[src/rtl/far_pkg.sv]
// Shared types, constants and the answer length table of the framed answer receiver.
`default_nettype none

package far_pkg;

	localparam int MAX_FRAME_DEF = 4096;

	// result queue
	localparam int QDEPTH  = 8;
	localparam int QIDX_W  = $clog2(QDEPTH);
	localparam int QLVL_W  = $clog2(QDEPTH + 1);
	localparam int RES_MAX = 2;

	localparam int APB_AW = 3;

	localparam logic [15:0] START_PAIR = 16'hA0A2;

	localparam logic [7:0] ID_B5 = 8'hB5;
	localparam logic [7:0] ID_B7 = 8'hB7;
	localparam logic [7:0] ID_B8 = 8'hB8;
	localparam logic [7:0] ID_BA = 8'hBA;
	localparam logic [7:0] ID_BB = 8'hBB;
	localparam logic [7:0] ID_BC = 8'hBC;
	localparam logic [7:0] ID_BF = 8'hBF;
	localparam logic [7:0] ID_C0 = 8'hC0;

	localparam logic [15:0] SHORT_B7_LEN = 16'd20;

	localparam logic KIND_DATA = 1'b0;
	localparam logic KIND_END  = 1'b1;

	localparam logic [1:0] ST_OK        = 2'd0;
	localparam logic [1:0] ST_BAD_SUM   = 2'd1;
	localparam logic [1:0] ST_UNKNOWN   = 2'd2;
	localparam logic [1:0] ST_TOO_LARGE = 2'd3;

	localparam logic REG_TRAIL  = 1'b0;
	localparam logic REG_ENDSEQ = 1'b1;

	typedef struct packed {
		logic        kind;
		logic [7:0]  data_byte;
		logic [7:0]  answer_code;
		logic [11:0] param_count;
		logic [1:0]  status;
	} far_result_t;

	// results of one byte, in order; count is 0, 1 or 2
	typedef struct packed {
		logic [1:0]  count;
		far_result_t first;
		far_result_t second;
	} far_push_t;

	typedef struct packed {
		logic        known;
		logic [10:0] params;
		logic [1:0]  trail;
	} far_ans_t;

	function automatic far_ans_t far_lookup(input logic [7:0] id);
		far_ans_t r;
		r.known  = 1'b1;
		r.trail  = 2'd2;
		r.params = 11'd0;
		case (id)
			ID_B7: r.params = 11'd44;
			ID_B8: r.params = 11'd4;
			ID_BB: r.params = 11'd0;
			ID_B5: r.params = 11'd1024;
			ID_BA: r.params = 11'd4;
			ID_BF: r.params = 11'd8;
			ID_C0: r.params = 11'd4;
			ID_BC: r.trail  = 2'd0;
			default: begin
				r.known = 1'b0;
				r.trail = 2'd0;
			end
		endcase
		return r;
	endfunction

	function automatic far_result_t far_mk(input logic kind, input logic [7:0] data,
			input logic [7:0] code, input logic [11:0] count, input logic [1:0] status);
		far_result_t r;
		r.kind        = kind;
		r.data_byte   = data;
		r.answer_code = code;
		r.param_count = count;
		r.status      = status;
		return r;
	endfunction

endpackage

`default_nettype wire

[src/rtl/far_if.sv]
// Valid/ready channel interfaces for received bytes and for results.
`default_nettype none

interface far_in_if;
	logic       valid;
	logic       ready;
	logic [7:0] rx_byte;

	modport source (output valid, output rx_byte, input ready);
	modport sink (input valid, input rx_byte, output ready);
endinterface

interface far_out_if;
	logic        valid;
	logic        ready;
	logic        kind;
	logic [7:0]  data_byte;
	logic [7:0]  answer_code;
	logic [11:0] param_count;
	logic [1:0]  status;

	modport source (output valid, output kind, output data_byte, output answer_code,
		output param_count, output status, input ready);
	modport sink (input valid, input kind, input data_byte, input answer_code,
		input param_count, input status, output ready);
endinterface

`default_nettype wire

[src/rtl/far_rx_core.sv]
// Frame parser: input byte register, frame state and result generation.
`default_nettype none

module far_rx_core #(
	parameter int MAX_FRAME = far_pkg::MAX_FRAME_DEF
) (
	input  wire logic              clk,
	input  wire logic              arst_n,
	input  wire logic              in_take,
	input  wire logic [7:0]        in_byte,
	input  wire logic              trail_en,
	input  wire logic              endseq_en,
	output logic                   busy,
	output far_pkg::far_push_t     push
);
	import far_pkg::*;

	localparam int POS_W = $clog2(MAX_FRAME + 1);
	localparam int PE_W  = POS_W + 1;

	typedef enum logic [2:0] {
		PH_HUNT = 3'b001,
		PH_HEAD = 3'b010,
		PH_BODY = 3'b100
	} phase_t;

	typedef struct packed {
		logic        data_hit;
		logic        end_hit;
		logic [14:0] sum;
		logic [15:0] rsum;
	} fb_t;

	// one frame byte at position p, once the frame length is known
	function automatic fb_t frame_byte(input logic [POS_W-1:0] p, input logic [7:0] b,
			input logic [14:0] sum, input logic [15:0] rsum,
			input logic [POS_W-1:0] fl, input logic [POS_W-1:0] pl);
		fb_t r;
		logic [PE_W-1:0] pe;
		logic [PE_W-1:0] fe;
		pe = {1'b0, p};
		fe = {1'b0, fl};
		r.sum      = sum;
		r.rsum     = rsum;
		r.data_hit = pe < ({1'b0, pl} + PE_W'(5));
		if (pe + PE_W'(5) <= fe)
			r.sum = sum + {7'd0, b};
		if (pe + PE_W'(4) == fe)
			r.rsum = {b, 8'h00};
		if (pe + PE_W'(3) == fe)
			r.rsum = r.rsum | {8'h00, b};
		r.end_hit = (pe + PE_W'(1) == fe);
		return r;
	endfunction

	logic             valid_s1;
	logic [7:0]       byte_s1;
	phase_t           phase_q, phase_d;
	logic [15:0]      win_q, win_d;
	logic [POS_W-1:0] pos_q, pos_d;
	logic [POS_W-1:0] fl_q, fl_d;
	logic [POS_W-1:0] pl_q, pl_d;
	logic [15:0]      lf_q, lf_d;
	logic [7:0]       ans_q, ans_d;
	logic [14:0]      sum_q, sum_d;
	logic [15:0]      rsum_q, rsum_d;
	logic [7:0]       held_q, held_d;

	// header resolution, used when the second parameter byte arrives
	logic [7:0]       code_c;
	far_ans_t         lk;
	logic [19:0]      hdr_cnt;
	logic [19:0]      plen;
	logic [19:0]      flen;
	logic             too_big;
	logic [POS_W-1:0] pl_new;
	logic [POS_W-1:0] fl_new;
	logic [19:0]      pl_new_w;
	logic [19:0]      pl_q_w;
	logic [11:0]      big_cnt;
	fb_t              fb_a, fb_b, fb_body;
	logic [1:0]       end_st;

	assign code_c  = (ans_q == ID_B7 && lf_q <= SHORT_B7_LEN) ? ID_B8 : ans_q;
	assign lk      = far_lookup(code_c);
	assign hdr_cnt = {4'd0, held_q, byte_s1};
	assign plen    = ((code_c == ID_BB) ? ((hdr_cnt << 3) + (hdr_cnt << 2) + 20'd4)
	                                    : 20'(lk.params))
	               + (trail_en ? 20'(lk.trail) : 20'd0);
	assign flen    = plen + 20'd9 + (endseq_en ? 20'd2 : 20'd0);
	assign too_big = flen > 20'(MAX_FRAME);
	assign pl_new  = plen[POS_W-1:0];
	assign fl_new  = flen[POS_W-1:0];
	assign pl_new_w = 20'(pl_new);
	assign pl_q_w   = 20'(pl_q);
	assign big_cnt  = (plen > 20'd4095) ? 12'hFFF : plen[11:0];

	assign fb_a    = frame_byte(POS_W'(5), held_q, sum_q, rsum_q, fl_new, pl_new);
	assign fb_b    = frame_byte(POS_W'(6), byte_s1, fb_a.sum, fb_a.rsum, fl_new, pl_new);
	assign fb_body = frame_byte(pos_q, byte_s1, sum_q, rsum_q, fl_q, pl_q);
	assign end_st  = ({1'b0, fb_body.sum} != fb_body.rsum) ? ST_BAD_SUM : ST_OK;

	assign busy = valid_s1;

	always_comb begin
		phase_d = phase_q;
		win_d   = win_q;
		pos_d   = pos_q;
		fl_d    = fl_q;
		pl_d    = pl_q;
		lf_d    = lf_q;
		ans_d   = ans_q;
		sum_d   = sum_q;
		rsum_d  = rsum_q;
		held_d  = held_q;
		push    = '0;
		if (valid_s1) begin
			case (phase_q)
				PH_HEAD: begin
					pos_d = pos_q + POS_W'(1);
					if (pos_q == POS_W'(2)) begin
						lf_d = {byte_s1, 8'h00};
					end else if (pos_q == POS_W'(3)) begin
						lf_d = lf_q | {8'h00, byte_s1};
					end else if (pos_q == POS_W'(4)) begin
						ans_d = byte_s1;
						sum_d = {7'd0, byte_s1};
					end else if (pos_q == POS_W'(5)) begin
						held_d = byte_s1;
					end else begin
						ans_d = code_c;
						if (!lk.known) begin
							push.count = 2'd1;
							push.first = far_mk(KIND_END, 8'h00, code_c, 12'd0, ST_UNKNOWN);
							phase_d = PH_HUNT;
							win_d   = '0;
						end else if (too_big) begin
							push.count = 2'd1;
							push.first = far_mk(KIND_END, 8'h00, code_c, big_cnt, ST_TOO_LARGE);
							phase_d = PH_HUNT;
							win_d   = '0;
						end else begin
							// bytes 5 and 6 go through as ordinary frame bytes
							pl_d    = pl_new;
							fl_d    = fl_new;
							phase_d = PH_BODY;
							pos_d   = POS_W'(7);
							sum_d   = fb_b.sum;
							rsum_d  = fb_b.rsum;
							push.count = 2'(fb_a.data_hit) + 2'(fb_b.data_hit);
							push.first = far_mk(KIND_DATA, fb_a.data_hit ? held_q : byte_s1,
								code_c, pl_new_w[11:0], ST_OK);
							push.second = far_mk(KIND_DATA, byte_s1, code_c, pl_new_w[11:0], ST_OK);
						end
					end
				end
				PH_BODY: begin
					pos_d  = pos_q + POS_W'(1);
					sum_d  = fb_body.sum;
					rsum_d = fb_body.rsum;
					if (fb_body.data_hit) begin
						push.count = 2'd1;
						push.first = far_mk(KIND_DATA, byte_s1, ans_q, pl_q_w[11:0], ST_OK);
					end else if (fb_body.end_hit) begin
						push.count = 2'd1;
						push.first = far_mk(KIND_END, 8'h00, ans_q, pl_q_w[11:0], end_st);
					end
					if (fb_body.end_hit) begin
						phase_d = PH_HUNT;
						win_d   = '0;
					end
				end
				default: begin
					win_d = {win_q[7:0], byte_s1};
					if (win_d == START_PAIR) begin
						phase_d = PH_HEAD;
						pos_d   = POS_W'(2);
						lf_d    = '0;
						sum_d   = '0;
						rsum_d  = '0;
					end
				end
			endcase
		end
	end

	always_ff @(posedge clk or negedge arst_n) begin
		if (!arst_n) begin
			valid_s1 <= 1'b0;
			phase_q  <= PH_HUNT;
			win_q    <= '0;
			pos_q    <= '0;
			fl_q     <= '0;
			pl_q     <= '0;
			lf_q     <= '0;
			ans_q    <= '0;
			sum_q    <= '0;
			rsum_q   <= '0;
			held_q   <= '0;
		end else begin
			valid_s1 <= in_take;
			phase_q  <= phase_d;
			win_q    <= win_d;
			pos_q    <= pos_d;
			fl_q     <= fl_d;
			pl_q     <= pl_d;
			lf_q     <= lf_d;
			ans_q    <= ans_d;
			sum_q    <= sum_d;
			rsum_q   <= rsum_d;
			held_q   <= held_d;
		end
	end

	always_ff @(posedge clk) begin
		if (in_take)
			byte_s1 <= in_byte;
	end

`ifndef SYNTH
	a_two_only_in_header: assert property (@(posedge clk) disable iff (!arst_n)
		push.count == 2'd2 |-> valid_s1 && phase_q == PH_HEAD)
		else $error("two results outside header completion");

	a_no_idle_results: assert property (@(posedge clk) disable iff (!arst_n)
		push.count != 2'd0 |-> valid_s1)
		else $error("result produced without a byte in stage 1");

	a_end_rehunts: assert property (@(posedge clk) disable iff (!arst_n)
		valid_s1 && phase_q == PH_BODY && fb_body.end_hit |=>
			phase_q == PH_HUNT && win_q == 16'h0000)
		else $error("frame end did not restart the hunt");
`endif

endmodule

`default_nettype wire

[src/rtl/far_out_q.sv]
// Result queue: takes up to two results a cycle, hands out one.
`default_nettype none

module far_out_q (
	input  wire logic                        clk,
	input  wire logic                        arst_n,
	input  wire far_pkg::far_push_t          push,
	input  wire logic                        pop,
	output far_pkg::far_result_t             head,
	output logic [far_pkg::QLVL_W-1:0]       level
);
	import far_pkg::*;

	far_result_t       mem_q [QDEPTH];
	logic [QIDX_W-1:0] head_q;
	logic [QIDX_W-1:0] tail_q;
	logic [QLVL_W-1:0] level_q;

	assign head  = mem_q[head_q];
	assign level = level_q;

	always_ff @(posedge clk) begin
		if (push.count != 2'd0)
			mem_q[tail_q] <= push.first;
		if (push.count == 2'd2)
			mem_q[tail_q + QIDX_W'(1)] <= push.second;
	end

	always_ff @(posedge clk or negedge arst_n) begin
		if (!arst_n) begin
			head_q  <= '0;
			tail_q  <= '0;
			level_q <= '0;
		end else begin
			tail_q  <= tail_q + QIDX_W'(push.count);
			head_q  <= head_q + QIDX_W'(pop);
			level_q <= level_q + QLVL_W'(push.count) - QLVL_W'(pop);
		end
	end

`ifndef SYNTH
	a_no_overflow: assert property (@(posedge clk) disable iff (!arst_n)
		push.count != 2'd0 |-> level_q <= QLVL_W'(QDEPTH) - QLVL_W'(push.count))
		else $error("result queue overflow");

	a_level_bound: assert property (@(posedge clk) disable iff (!arst_n)
		level_q <= QLVL_W'(QDEPTH))
		else $error("result queue level out of range");

	a_pop_drains: assert property (@(posedge clk) disable iff (!arst_n)
		pop && push.count == 2'd0 |=> level_q == $past(level_q) - QLVL_W'(1))
		else $error("pop did not lower the level");
`endif

endmodule

`default_nettype wire

[src/rtl/framed_answer_receiver.sv]
// Path: each byte is registered in stage 1; its results go into the result queue, which offers them on res_out.
// Throughput: one byte per cycle; a byte yields at most two results (two only when the
//   header completes); ready drops while the 8-entry result queue holds more than 6
//   results, or more than 4 while a byte sits in stage 1.
// Reset: arst_n is asynchronous; it clears the parser to start-pair hunt, empties the
//   queue and sets both configuration registers to 1.
`default_nettype none

module framed_answer_receiver #(
	parameter int MAX_FRAME = far_pkg::MAX_FRAME_DEF
) (
	input  wire logic                        clk,
	input  wire logic                        arst_n,
	far_in_if.sink                           rx_in,
	far_out_if.source                        res_out,
	input  wire logic                        psel,
	input  wire logic                        penable,
	input  wire logic                        pwrite,
	input  wire logic [far_pkg::APB_AW-1:0]  paddr,
	input  wire logic [31:0]                 pwdata,
	output logic [31:0]                      prdata,
	output logic                             pready
);
	import far_pkg::*;

	localparam logic [QLVL_W-1:0] LVL_IDLE = QLVL_W'(QDEPTH - RES_MAX);
	localparam logic [QLVL_W-1:0] LVL_BUSY = QLVL_W'(QDEPTH - 2 * RES_MAX);

	logic              trail_en_q;
	logic              endseq_en_q;
	logic              in_take;
	logic              busy;
	logic              pop;
	far_push_t         push;
	far_result_t       head;
	logic [QLVL_W-1:0] level;
	logic              cfg_wr;

	// room for this byte's results plus those of the byte in stage 1
	assign rx_in.ready = busy ? (level <= LVL_BUSY) : (level <= LVL_IDLE);
	assign in_take     = rx_in.valid && rx_in.ready;

	assign res_out.valid       = (level != '0);
	assign res_out.kind        = head.kind;
	assign res_out.data_byte   = head.data_byte;
	assign res_out.answer_code = head.answer_code;
	assign res_out.param_count = head.param_count;
	assign res_out.status      = head.status;
	assign pop                 = res_out.valid && res_out.ready;

	assign pready = 1'b1;
	assign cfg_wr = psel && penable && pwrite && pready;

	always_ff @(posedge clk or negedge arst_n) begin
		if (!arst_n) begin
			trail_en_q  <= 1'b1;
			endseq_en_q <= 1'b1;
		end else if (cfg_wr) begin
			case (paddr[2])
				REG_TRAIL:  trail_en_q  <= pwdata[0];
				REG_ENDSEQ: endseq_en_q <= pwdata[0];
				default: ;
			endcase
		end
	end

	always_comb begin
		case (paddr[2])
			REG_TRAIL:  prdata = {31'd0, trail_en_q};
			REG_ENDSEQ: prdata = {31'd0, endseq_en_q};
			default:    prdata = 32'd0;
		endcase
	end

	far_rx_core #(
		.MAX_FRAME (MAX_FRAME)
	) u_core (
		.clk       (clk),
		.arst_n    (arst_n),
		.in_take   (in_take),
		.in_byte   (rx_in.rx_byte),
		.trail_en  (trail_en_q),
		.endseq_en (endseq_en_q),
		.busy      (busy),
		.push      (push)
	);

	far_out_q u_queue (
		.clk    (clk),
		.arst_n (arst_n),
		.push   (push),
		.pop    (pop),
		.head   (head),
		.level  (level)
	);

endmodule

`default_nettype wire
[src/flat_wrapper.sv]
// flat-port wrapper written by rule: the top's interface ports become plain ports
module framed_answer_receiver_flat import far_pkg::*;
#(
	parameter int MAX_FRAME = far_pkg::MAX_FRAME_DEF
)
  (clk, arst_n, psel, penable, pwrite, paddr, pwdata, prdata, pready, rx_in_valid, rx_in_rx_byte, rx_in_ready, res_out_valid, res_out_kind, res_out_data_byte, res_out_answer_code, res_out_param_count, res_out_status, res_out_ready);
  far_in_if rx_in_i ();
  far_out_if res_out_i ();
  input  wire logic clk;
  input  wire logic arst_n;
  input  wire logic psel;
  input  wire logic penable;
  input  wire logic pwrite;
  input  wire logic [far_pkg::APB_AW-1:0] paddr;
  input  wire logic [31:0] pwdata;
  output logic [31:0] prdata;
  output logic pready;
  input wire logic [$bits(rx_in_i.valid)-1:0] rx_in_valid;
  input wire logic [$bits(rx_in_i.rx_byte)-1:0] rx_in_rx_byte;
  output wire logic [$bits(rx_in_i.ready)-1:0] rx_in_ready;
  output wire logic [$bits(res_out_i.valid)-1:0] res_out_valid;
  output wire logic [$bits(res_out_i.kind)-1:0] res_out_kind;
  output wire logic [$bits(res_out_i.data_byte)-1:0] res_out_data_byte;
  output wire logic [$bits(res_out_i.answer_code)-1:0] res_out_answer_code;
  output wire logic [$bits(res_out_i.param_count)-1:0] res_out_param_count;
  output wire logic [$bits(res_out_i.status)-1:0] res_out_status;
  input wire logic [$bits(res_out_i.ready)-1:0] res_out_ready;
  assign rx_in_i.valid = rx_in_valid;
  assign rx_in_i.rx_byte = rx_in_rx_byte;
  assign rx_in_ready = rx_in_i.ready;
  assign res_out_valid = res_out_i.valid;
  assign res_out_kind = res_out_i.kind;
  assign res_out_data_byte = res_out_i.data_byte;
  assign res_out_answer_code = res_out_i.answer_code;
  assign res_out_param_count = res_out_i.param_count;
  assign res_out_status = res_out_i.status;
  assign res_out_i.ready = res_out_ready;
  framed_answer_receiver #(.MAX_FRAME(MAX_FRAME)) u_core (.clk(clk), .arst_n(arst_n), .rx_in(rx_in_i), .res_out(res_out_i), .psel(psel), .penable(penable), .pwrite(pwrite), .paddr(paddr), .pwdata(pwdata), .prdata(prdata), .pready(pready));
endmodule
[config.mk]
export PLATFORM = sky130hd
export DESIGN_NAME = framed_answer_receiver_flat
export DESIGN_NICKNAME = d
export VERILOG_FILES = /design/src/rtl/far_pkg.sv /design/src/rtl/far_if.sv /design/src/rtl/far_rx_core.sv /design/src/rtl/far_out_q.sv /design/src/rtl/framed_answer_receiver.sv /design/src/flat_wrapper.sv
export SDC_FILE = /design/constraint.sdc
export NUM_CORES = 1
export LEC_CHECK = 0
export ABC_AREA = 1
export BUFFER_PORTS_ARGS = -buffer_cell sky130_fd_sc_hd__buf_2
export CORE_MARGIN = 2
export CORE_UTILIZATION = 60
export CTS_BUF_LIST = sky130_fd_sc_hd__clkbuf_8
export DETAILED_ROUTE_END_ITERATION = 12
export PLACE_DENSITY = 0.75
export SYNTH_ARGS = -nofsm -noshare
export SYNTH_HDL_FRONTEND = slang
export SYNTH_SLANG_ARGS = --single-unit
export TNS_END_PERCENT = 100
[constraint.sdc]
create_clock -name clk -period 12.9 [get_ports clk]
set_clock_uncertainty 0.15 [all_clocks]
set_input_delay 0.645 -clock clk [delete_from_list [all_inputs] [get_ports clk]]
set_output_delay 0.645 -clock clk [all_outputs]
set_load 0.01 [all_outputs]
# After elaboration in Yosys (flattened, before gate mapping)
# Memories as Yosys holds them, arrays and structs flattened.
# Cells that the tools add are included.
[word_totals]
regBits = 134
ramBits = 248
inputBits = 50
out_inout_bits = 66
wordCells = 205
memories = 1
[classes]
n_addsub = 21
order_cmp = 11
eq_ne = 37
muxes = 84
n_bitwise = 11
n_reduce_logical = 23
[memory_table]
columns = ["name", "depth", "word_bits", "read_ports", "rd_clocked_by_memory_dff", "wr", "line", "rtl"]
rows = [
  ["u_core.u_queue.mem_q", 8, 31, 1, 0, 2, "far_out_q.sv:14", "far_result_t mem_q [QDEPTH];"],
]
[op_table]
columns = ["cell", "n"]
rows = [
  ["$mux 64", 5],
  ["$mux 16", 15],
  ["$mux 15", 10],
  ["$mux 13", 7],
  ["$mux 8", 11],
  ["$eq 8x8->1 const B", 9],
  ["$mux 33", 2],
  ["$pmux 33 s2", 1],
  ["$mux 32", 2],
  ["$or 16x8->16", 4],
  ["$pmux 16 s2", 2],
  ["$pmux 32 s2", 1],
  ["$mux 30", 2],
  ["$add 13x3->14 const B", 4],
  ["$add 15x8->15", 3],
  ["$pmux 11 s4", 1],
  ["$eq 14x13->1", 3],
  ["$add 20x2->20", 2],
  ["$eq 4x13->1 const A", 3],
  ["$mux 31", 1],
  ["$pmux 15 s2", 1],
  ["$lt 3x14->1 const A", 2],
  ["$eq 13x2->1 const B", 2],
  ["$eq 13x3->1 const B", 2],
  ["other kinds (48)", 92],
]

# Depth between registers and ports, before layout
# Gate-level depths: netlist of the first run.
[depth]
ltp_word = 24
mapped_depth = 45
ltp_nobuf = 44

# By module
# From an unflattened synthesis of the first run, not the netlist that was laid out.
[hier_totals]
cells_unflattened = 4019
area_unflattened_um2 = 28781.4
[modules_own_cells]
columns = ["module", "n_inst", "cells_per_inst", "area_per_inst_um2", "seq_area_each_um2"]
rows = [
  ["far_out_q", 1, 2066, 15760.1, 7697.4],
  ["far_rx_core", 1, 1892, 12603.3, 3069.2],
  ["framed_answer_receiver", 1, 61, 417.9, 52.6],
]

# Least setup slack after synthesis of the first run
# Ideal clock, no wire load.
[synth_path]
path_type = "flip-flop to flip-flop"
start = "register u_core.u_core.ans_q[6]"
end = "register u_core.u_core.sum_q[9]"
setup_ns = 0.120
t_arrival_ns = 5.103
required_ns = 12.630
path_slack_ns = 7.527
stages_incl_launch_ff = 43
n_path_buf = 1
synth_period_minus_slack_ns = 5.373
cell_sequence = "dfrtp_1 -> inv_1 -> nand4_2 -> inv_2 -> nand3_1 -> nor2_2 -> nor2_4 -> nand2_2 -> nor2_1 -> nor2_1 -> nand3_1 -> nand2_1 -> inv_1 -> ha_1 -> ha_1 -> o211ai_1 -> inv_1 -> nand2_1 -> [... 7 more ...] -> inv_1 -> clkbuf_1 -> o21ai_0 -> ha_1 -> nand3_1 -> nand2_1 -> a21oi_1 -> inv_1 -> a21oi_1 -> o21ai_0 -> nand2_1 -> nand2_1 -> nand2_1 -> nor2_1 -> xor2_1 -> nor2_1 -> o21ai_1 -> nand2_1"
[synth_via]
elab_chain_cells = 21
word_cells_on_any_way = 38
classes_between = "4 x add/sub; 3 x order compare; 11 x eq/ne; 15 x mux; 5 x reduce/logical"
[synth_rtl]
columns = ["element", "line", "rtl"]
rows = [
  ["start, declared", "far_rx_core.sv:64", "logic [7:0] ans_q, ans_d;"],
  ["start signal, assigned", "far_rx_core.sv:208", "ans_q <= ans_d;"],
  ["$eq 8x8->1", "far_rx_core.sv:84", "assign code_c = (ans_q == ID_B7 && lf_q <= SHORT_B7_LEN) ? ID_B8 : ans_q;"],
  ["$logic_and 1x1->1", "far_rx_core.sv:84", ""],
  ["$mux 8 *", "far_rx_core.sv:84", ""],
  ["$eq 8x8->1 (on tied branches)", "far_pkg.sv:66, far_rx_core.sv:87", ""],
  ["$reduce_or 7->1 (no line)", "n/a", ""],
  ["$mux 2", "far_pkg.sv:66", "case (id)"],
  ["$mux 2", "far_rx_core.sv:89", "+ (trail_en ? 20'(lk.trail) : 20'd0);"],
  ["$add 20x2->20 *", "far_rx_core.sv:89", ""],
  ["via u_core.u_core.plen[1]", "far_rx_core.sv:73", "logic [19:0] plen;"],
  ["[... 5 more ...]", "n/a", ""],
  ["$mux 15", "far_rx_core.sv:46", "if (pe + PE_W'(5) <= fe)"],
  ["$mux 15", "far_rx_core.sv:137", "end else if (too_big) begin"],
  ["$mux 15", "far_rx_core.sv:132", "if (!lk.known) begin"],
  ["$mux 15", "far_rx_core.sv:128", "end else if (pos_q == POS_W'(5)) begin"],
  ["$mux 15", "far_rx_core.sv:125", "end else if (pos_q == POS_W'(4)) begin"],
  ["$mux 15", "far_rx_core.sv:123", "end else if (pos_q == POS_W'(3)) begin"],
  ["$mux 15", "far_rx_core.sv:121", "if (pos_q == POS_W'(2)) begin"],
  ["$pmux 15 s2", "far_rx_core.sv:118", "case (phase_q)"],
  ["end signal, assigned", "far_rx_core.sv:209", "sum_q <= sum_d;"],
  ["end, declared", "far_rx_core.sv:65", "logic [14:0] sum_q, sum_d;"],
]
# The timed path passes the listed nets; every way through them passes the cells marked *. The select of a mux whose other input is x is not followed.
# A chain may end at the register's enable or synchronous reset.

# Worst setup path after layout of the first run
[layout_path]
start = "register u_core.u_core.byte_s1[2]"
end = "register u_core.u_core.sum_q[9]"
[layout_via]
elab_chain_cells = 17
word_cells_on_any_way = 25
classes_between = "7 x add/sub; 3 x order compare; 2 x eq/ne; 11 x mux; 2 x reduce/logical"
[layout_rtl]
columns = ["element", "line", "rtl"]
rows = [
  ["start, declared", "far_rx_core.sv:57", "logic [7:0] byte_s1;"],
  ["start signal, assigned", "far_rx_core.sv:217", "byte_s1 <= in_byte;"],
  ["$add 19x18->20", "far_rx_core.sv:87", "assign plen = ((code_c == ID_BB) ? ((hdr_cnt << 3) + (hdr_cnt << 2) + 20'd4)"],
  ["$add 20x3->20", "far_rx_core.sv:87", ""],
  ["$mux 20", "far_rx_core.sv:87", ""],
  ["$add 20x2->20", "far_rx_core.sv:89", ""],
  ["$add 20x4->20", "far_rx_core.sv:90", "assign flen = plen + 20'd9 + (endseq_en ? 20'd2 : 20'd0);"],
  ["$add 20x2->20", "far_rx_core.sv:90", ""],
  ["$le 4x13->1", "far_rx_core.sv:46", ""],
  ["$mux 15", "far_rx_core.sv:46", ""],
  ["$add 15x8->15", "far_rx_core.sv:47", "r.sum = sum + {7'd0, b};"],
  ["$mux 15", "far_rx_core.sv:46", ""],
  ["$mux 15", "far_rx_core.sv:137", ""],
  ["$mux 15", "far_rx_core.sv:132", ""],
  ["$mux 15", "far_rx_core.sv:128", ""],
  ["$mux 15", "far_rx_core.sv:125", ""],
  ["$mux 15", "far_rx_core.sv:123", ""],
  ["$mux 15", "far_rx_core.sv:121", ""],
  ["$pmux 15 s2", "far_rx_core.sv:118", ""],
]
# Several ways; a longest one is shown, not always the timed one. The select of a mux whose other input is x is not followed.

==> results.yml, run 1 <==
outcome:
  status: "complete, no violations"
setup_path:
  cpPeakStageDelay_ps: 840
  crit_type: "flop to flop"
  worstPathRequired_ps: 13270
  crit_path_start_kind: "flop"
  cpMostUsedCell: "nand2_1"
  r2r_setup_slack_ps: 5580
  crit_path_end_kind: "flop"
  crit_fanout: 25
  r2r_cells: 36
  cp.arrival_ps: 7690
  slowest_stage: "edfxtp_1"
  rr_startpoint: "u_core.u_core.byte_s1[2]"
  startpoint: "u_core.u_core.byte_s1[2]"
  r2r_end: "u_core.u_core.sum_q[9]"
clock_tree:
  cts.sinks: 381
  cts-resized-gates: 0
  ctsHoldBuffers: 3
  clk_pin_slew_ps: 50
  cts_tree: "built"
  htree_levels: 3
  numCtsBuffers: 68
  clk_latency_ps: 640
  root_buffer: "clkbuf_8"
  clock_path_buffers: 3
  cts_setup_buffers: 0
floorplanning:
  rows: 75
  core_area_sq_um: 41900
  pin_count: 116
  start_util_pct: 60.9
  die-area_sq_um: 44200
  die-width_microns: 210
  die_h_microns: 210
logic_synthesis:
  yosysUniqueCellTypes: 75
  ys_seq_area_share_pct: 41.4
  synth_edf_count: 232
  yosysWarnings: 0
  netlist.area_leader.share_pct: 27.3
  synth.largest_area_cell: "edfxtp_1"
  synth_area_leaders: "edfxtp_1 27%, dfrtp_1 12%, nand3_1 7.2%"
  avgSynthCellArea_sq_um: 7.99
  synth_area_sq_um: 25500
  syn_inst: 3198
  async_flop_share_pct: 32.8
  synth-seq-cells: 381
  ys.flop_type: "edfxtp_1"
route:
  ant_nets: 0
  drc: 0
  dr.pass1.iters: 8
  viasPerCell: 6.25
  dr.first_iter.drc_count: 2857
  avgRoutedWirePerCell_microns: 21.2
  via_count: 23658
  totalWireLength_microns: 80300
finish:
  post-route-util_pct: 64.4
  mostFrequentLayoutCell: "nand2_1"
  layoutNonFillerInstCount: 3788
  nFillCells: 3615
  fin_nets: 3343
  antenna_cells: 0
  layout_common_cells: "450 x nand2_1, 382 x nor2_1, 366 x nand3_1"
  areaGrowthSynthToFinish_pct: 5.76
  drive_gt1_share_pct: 9.14
power:
  switching_power_mw: 1.85
  p_seq_share_pct: 34.1
  leakage_nw: 11.1
  p_clk_share_pct: 26.0
  p_total_mw: 4.33
  ir_drop_uv: 180
  swShare_pct: 42.6
  p_per_area_nw_per_um2: 160
  combPwrFrac_pct: 40.0
  p_int_mw: 2.49
worst_hold_path:
  hold_depth: 1
  worstHoldStart: "rx_in_rx_byte[0]"
  hp-class: "primary input to flop"
  min_to: "u_core.u_core.byte_s1[0]"
placement:
  place_ws_ps: 5790
  hpwl_microns: 52100
  io_buffers: 50
  globalplace.congestion: 0.984
  dp_cells: 3660
grt:
  grt_antenna_before_repair: 0
  grt_pass1_wl_microns: 124000
  first_global_vias: 22458
  grt_usage_pct: 36.2
  grt_max_degree: 120
  grt-ovfl-total: 0
flow_run:
  timing.max_cap.violations: 0
timing:
  fin_crit_ps: 7320
  rsz0062_at_grt: "false"
  worst_slack_ps: 5580
  finalSetupTns_ps: 0
  worst_pin_slew_ps: 1370
  finalCritPeriodShare_pct: 56.8
  relSlewSlack_pct: 8.00
  finalMaxSlewViolations: 0
  setup_viol: 0
  hold_viol_final: 0
  max_freq_mhz: 137
## sequential cells by signal, indices dropped and copies added, names as in the netlist, 4 cells and up
name	cells
u_core.u_core.held_q	8
u_core.u_core.byte_s1	8
u_core.u_queue.level	4
u_core.u_core.win_q	8
u_core.u_core.rsum_q	16
u_core.u_core.pl_q	12
u_core.u_core.pos_q	13
u_core.u_queue.mem_q	248
u_core.u_core.fl_q	13
u_core.u_core.lf_q	16
u_core.u_core.sum_q	15
u_core.u_core.ans_q	8
## worst max-delay path: cells and delay by family, from the launching register on
kind	cells	cell delay, ps
flops	1	840
fa+ha+maj	2	830
buf+inv	6	1250
simple gates	21	2860
xor+xnor	1	190
compound gates	6	1060
## worst max-delay path by stage
stage / cells past startpoint / end / slack (ps)
floorplan: 42 / u_core.u_core.sum_q[9] / 7530
global placement: 36 / u_core.u_core.sum_q[9] / 5850
detailed placement: 36 / u_core.u_core.sum_q[9] / 5790
CTS: 36 / u_core.u_core.sum_q[9] / 5750
global route: 43 / u_core.u_core.sum_q[9] / 4870
finish: 36 / u_core.u_core.sum_q[9] / 5580
## synthesized netlist by cell type, types with 7 or more instances
master / number
xor2_1: 92
xnor2_1: 29
a31oi_1: 39
nand4_1: 39
o21ai_0: 247
o21a_1: 8
o21ai_1: 233
buf_12: 11
nand3_1: 366
dfrtp_1: 122
a21oi_2: 11
inv_2: 20
buf_2: 21
a21oi_1: 89
edfxtp_1: 232
clkbuf_1: 87
o22ai_1: 70
buf_1: 16
nor3_1: 31
ha_1: 93
nor2_4: 9
inv_1: 248
dfxtp_1: 24
o211ai_1: 9
nor2_2: 11
nor2_1: 390
buf_4: 48
nand2_1: 451
o31ai_1: 12
nand2_2: 23
clkbuf_8: 9
nand3b_1: 7
## cell families after synthesis
group | Yosys count | share of synthesized area (%)
and+or+nand+nor | 1358 | 23.7
AOI/OAI and AO/OA | 757 | 16.5
buffers and inverters | 475 | 9.06
DFF | 381 | 41.4
xor gates and xnor gates | 121 | 4.15
adders and majority gates | 99 | 5.03
muxes | 5 | 0.196
other | 2 | 0.0294
## metrics by stage
stage | hold WS, ps | instance area, sq um
2_1_floorplan | 199 | 25700
3_3_place_gp | 300 | 25700
3_5_place_dp | 309 | 25700
4_1_cts | 0.289 | 27000
5_1_grt | 10.4 | 27000
6_report | 35.9 | 27000
## layout make-up
type	instances	area, sq um	area share (%)
Tap cell	539	674	2.50
Inverter	275	1040	3.86
Clock inverter	56	365	1.35
Multi-Input combinational cell	2372	12800	47.3
Clock buffer	69	950	3.52
Timing Repair Buffer	96	609	2.26
Sequential cell	381	10600	39.2
## power by group through the flow
stage               combinational, mW  sequential (mW)  clock, mW
global placement                 1.65             1.49          0
floorplan                        1.22             1.44          0
detailed placement               1.70             1.50          0
CTS                              1.70             1.47       1.14
finish                           1.73             1.48       1.13
global route                     1.89             1.48       1.19
## layer usage
layer  global-route usage [%]  part of all wire (%)
met3                     5.69                   9.5
met2                     59.5                    47
met5                        0                     0
met1                     46.7                    39
met4                     17.9                   4.7
No activity file was read; power rests on OpenSTA's default activity.
==> inputs of run 2 (changes only) <==
Settings changed: CORE_UTILIZATION 60 to 58, PLACE_DENSITY 0.75 to 0.76.
Clock period 12.9 ns to 6.5 ns, I/O delays scaled along.
==> run 2 against run 1 <==
Net effect: combinational power is 100% higher; non-clock buffer count is 40 higher; critical endpoint unchanged; global-route usage is 1.1 points lower; final cell count is 2.2% higher; utilization is 0.76 points lower; count of clock-buffer cells in the layout is 6 higher; register-to-register slack worse by 5100 ps.
==> results.yml, run 2 (synthesis gave the netlist of run 1 again) <==
outcome:
  status: "complete, no violations"
clock_tree:
  cts.sinks: 381
  numCtsBuffers: 68
  clock_path_buffers: 3
  htree_levels: 3
  clk_pin_slew_ps: 60
  clk_latency_ps: 660
  cts_tree: "built"
  root_buffer: "clkbuf_8"
finish:
  layout_common_cells: "451 x nand2_1, 380 x nor2_1, 366 x nand3_1"
  drive_gt1_share_pct: 10.2
  fin_nets: 3383
  largest_reg_flops: 248
  nFillCells: 3699
  antenna_cells: 0
  mostFrequentLayoutCell: "nand2_1"
  reg_top3: "u_core.u_queue.mem_q: 248 flops, u_core.u_core.lf_q: 16 flops, u_core.u_core.rsum_q: 16 flops"
  areaGrowthSynthToFinish_pct: 7.81
  regMostFlops: "u_core.u_queue.mem_q"
setup_path:
  worstPathRequired_ps: 6890
  crit_path_end_kind: "flop"
  cpPeakStageDelay_ps: 430
  crit_path_start_kind: "flop"
  crit_fanout: 8
  slowest_stage: "dfrtp_1"
  crit_type: "flop to flop"
  startpoint: "u_core.u_core.ans_q[6]"
  rr_startpoint: "u_core.u_core.ans_q[6]"
  cp.arrival_ps: 6420
  cpMostUsedCell: "nand2_1"
grt:
  grt-ovfl-total: 0
  grt_max_degree: 128
  grt_antenna_before_repair: 0
  grt_pass1_wl_microns: 123000
  first_global_vias: 22582
  grt_usage_pct: 35.1
placement:
  globalplace.congestion: 0.992
  hpwl_microns: 54000
  place_ws_ps: 351
  io_buffers: 50
floorplanning:
  die-width_microns: 214
  die_h_microns: 214
  start_util_pct: 59.0
  core_area_sq_um: 43300
  die-area_sq_um: 45700
  pin_count: 116
  rows: 76
timing:
  finalSetupTns_ps: 0
  hold_viol_final: 0
  worst_slack_ps: 465
  worst_pin_slew_ps: 969
  rsz0062_at_grt: "false"
  setup_viol: 0
  fin_crit_ps: 6030
  finalCritPeriodShare_pct: 92.8
  relSlewSlack_pct: 35.4
  finalMaxSlewViolations: 0
  max_freq_mhz: 166
power:
  leakage_nw: 11.1
  p_per_area_nw_per_um2: 318
  ir_drop_uv: 270
route:
  drc: 0
  ant_nets: 0
  totalWireLength_microns: 80300
  dr.pass1.iters: 7
  via_count: 23761
  dr.first_iter.drc_count: 2685
  avgRoutedWirePerCell_microns: 20.7
  viasPerCell: 6.14
flow_run:
  timing.max_cap.violations: 0
worst_hold_path:
  hp-class: "primary input to asynchronous set/reset pin"
==> run 2: cell types whose count changed in the layout (fill, tap and decap cells not counted), sizes merged <==
cell,delta
inv,-4
clkinvlp,-3
buf,+29
clkinv,-2
bufinv,+1
clkbuf,+6
dlygate4sd3,+11
==> run 2: path summary, 6_finish.rpt <==
| path | to | cells past startpoint | slack [ps] |
|---|---|---|---|
| setup / recovery | u_core.u_core.sum_q[9] | 36 | 470 |
| hold / removal | u_core.u_core.sum_q[4] | 2 | 30 |
| setup reg to reg | u_core.u_core.sum_q[9] | 36 | 470 |
| hold reg to reg | u_core.u_queue.mem_q[5][30] | 2 | 310 |
| max in group asynchronous | u_core.u_queue.head_q[0] | 3 | 4740 |
| min in group clk | u_core.u_queue.head_q[0] | 3 | 80 |
==> run 2: area by class of cell <==
cell class	count	area, sq um	area share, %
Clock buffer	75	1030	3.75
Clock inverter	48	365	1.33
Inverter	275	1040	3.78
Multi-Input combinational cell	2372	12800	46.5
Sequential cell	381	10600	38.4
Tap cell	585	732	2.66
Timing Repair Buffer	136	975	3.54
==> run 2: power by group <==
part / leakage [nW] / switching, mW / internal, mW / total (mW)
Sequential: 4.16 / 0.243 / 2.71 / 2.95
Combinational: 6.13 / 2.36 / 1.10 / 3.46
Clock: 0.811 / 1.07 / 1.27 / 2.35
Total: 11.1 / 3.68 / 5.08 / 8.76
==> run 2: what timing repair did <==
action,4_1_cts,5_1_grt
endpoints found under the hold margin,73,0
setup buffers,0,1
resized for setup,0,5
hold buffers,14,0
endpoints found under the setup margin,0,8
==> run 2: stage by stage <==
| step | hold WS (ps) | utilization, % | total power, mW | area (sq um) | cells |
|---|---|---|---|---|---|
| floorplan | -121 | - | 5.27 | 25700 | 3228 |
| global placement | 171 | 60.0 | 6.26 | 26000 | 3734 |
| detailed placement | 178 | 60.0 | 6.37 | 26000 | 3734 |
| CTS | 55.2 | 63.6 | 8.71 | 27500 | 3871 |
| global route | 66.6 | 63.7 | 9.22 | 27500 | 3872 |
| finish | 32.7 | 63.7 | 8.76 | 27500 | 3872 |
==> run 2: layer usage <==
metal  vias up  share of wire (%)  global-route usage, %  routed length [microns]
li1      11067                  -                      -                        -
met1     11142                 39                   44.1                    31400
met2      1299                 48                   58.8                    38400
met3       253                8.9                   6.41                     7180
met4         0                4.2                   16.4                     3400
met5         -                  0                      0                        0
==> run 2: critical path, delay by kind of cell (launching register included) <==
| kind | cells | cell delay (ps) |
|---|---|---|
| DFF | 1 | 430 |
| and+or+nand+nor | 18 | 2120 |
| xor gates and xnor gates | 2 | 450 |
| buffers and inverters | 5 | 620 |
| AOI/OAI and AO/OA | 8 | 1250 |
| adders and majority gates | 3 | 890 |
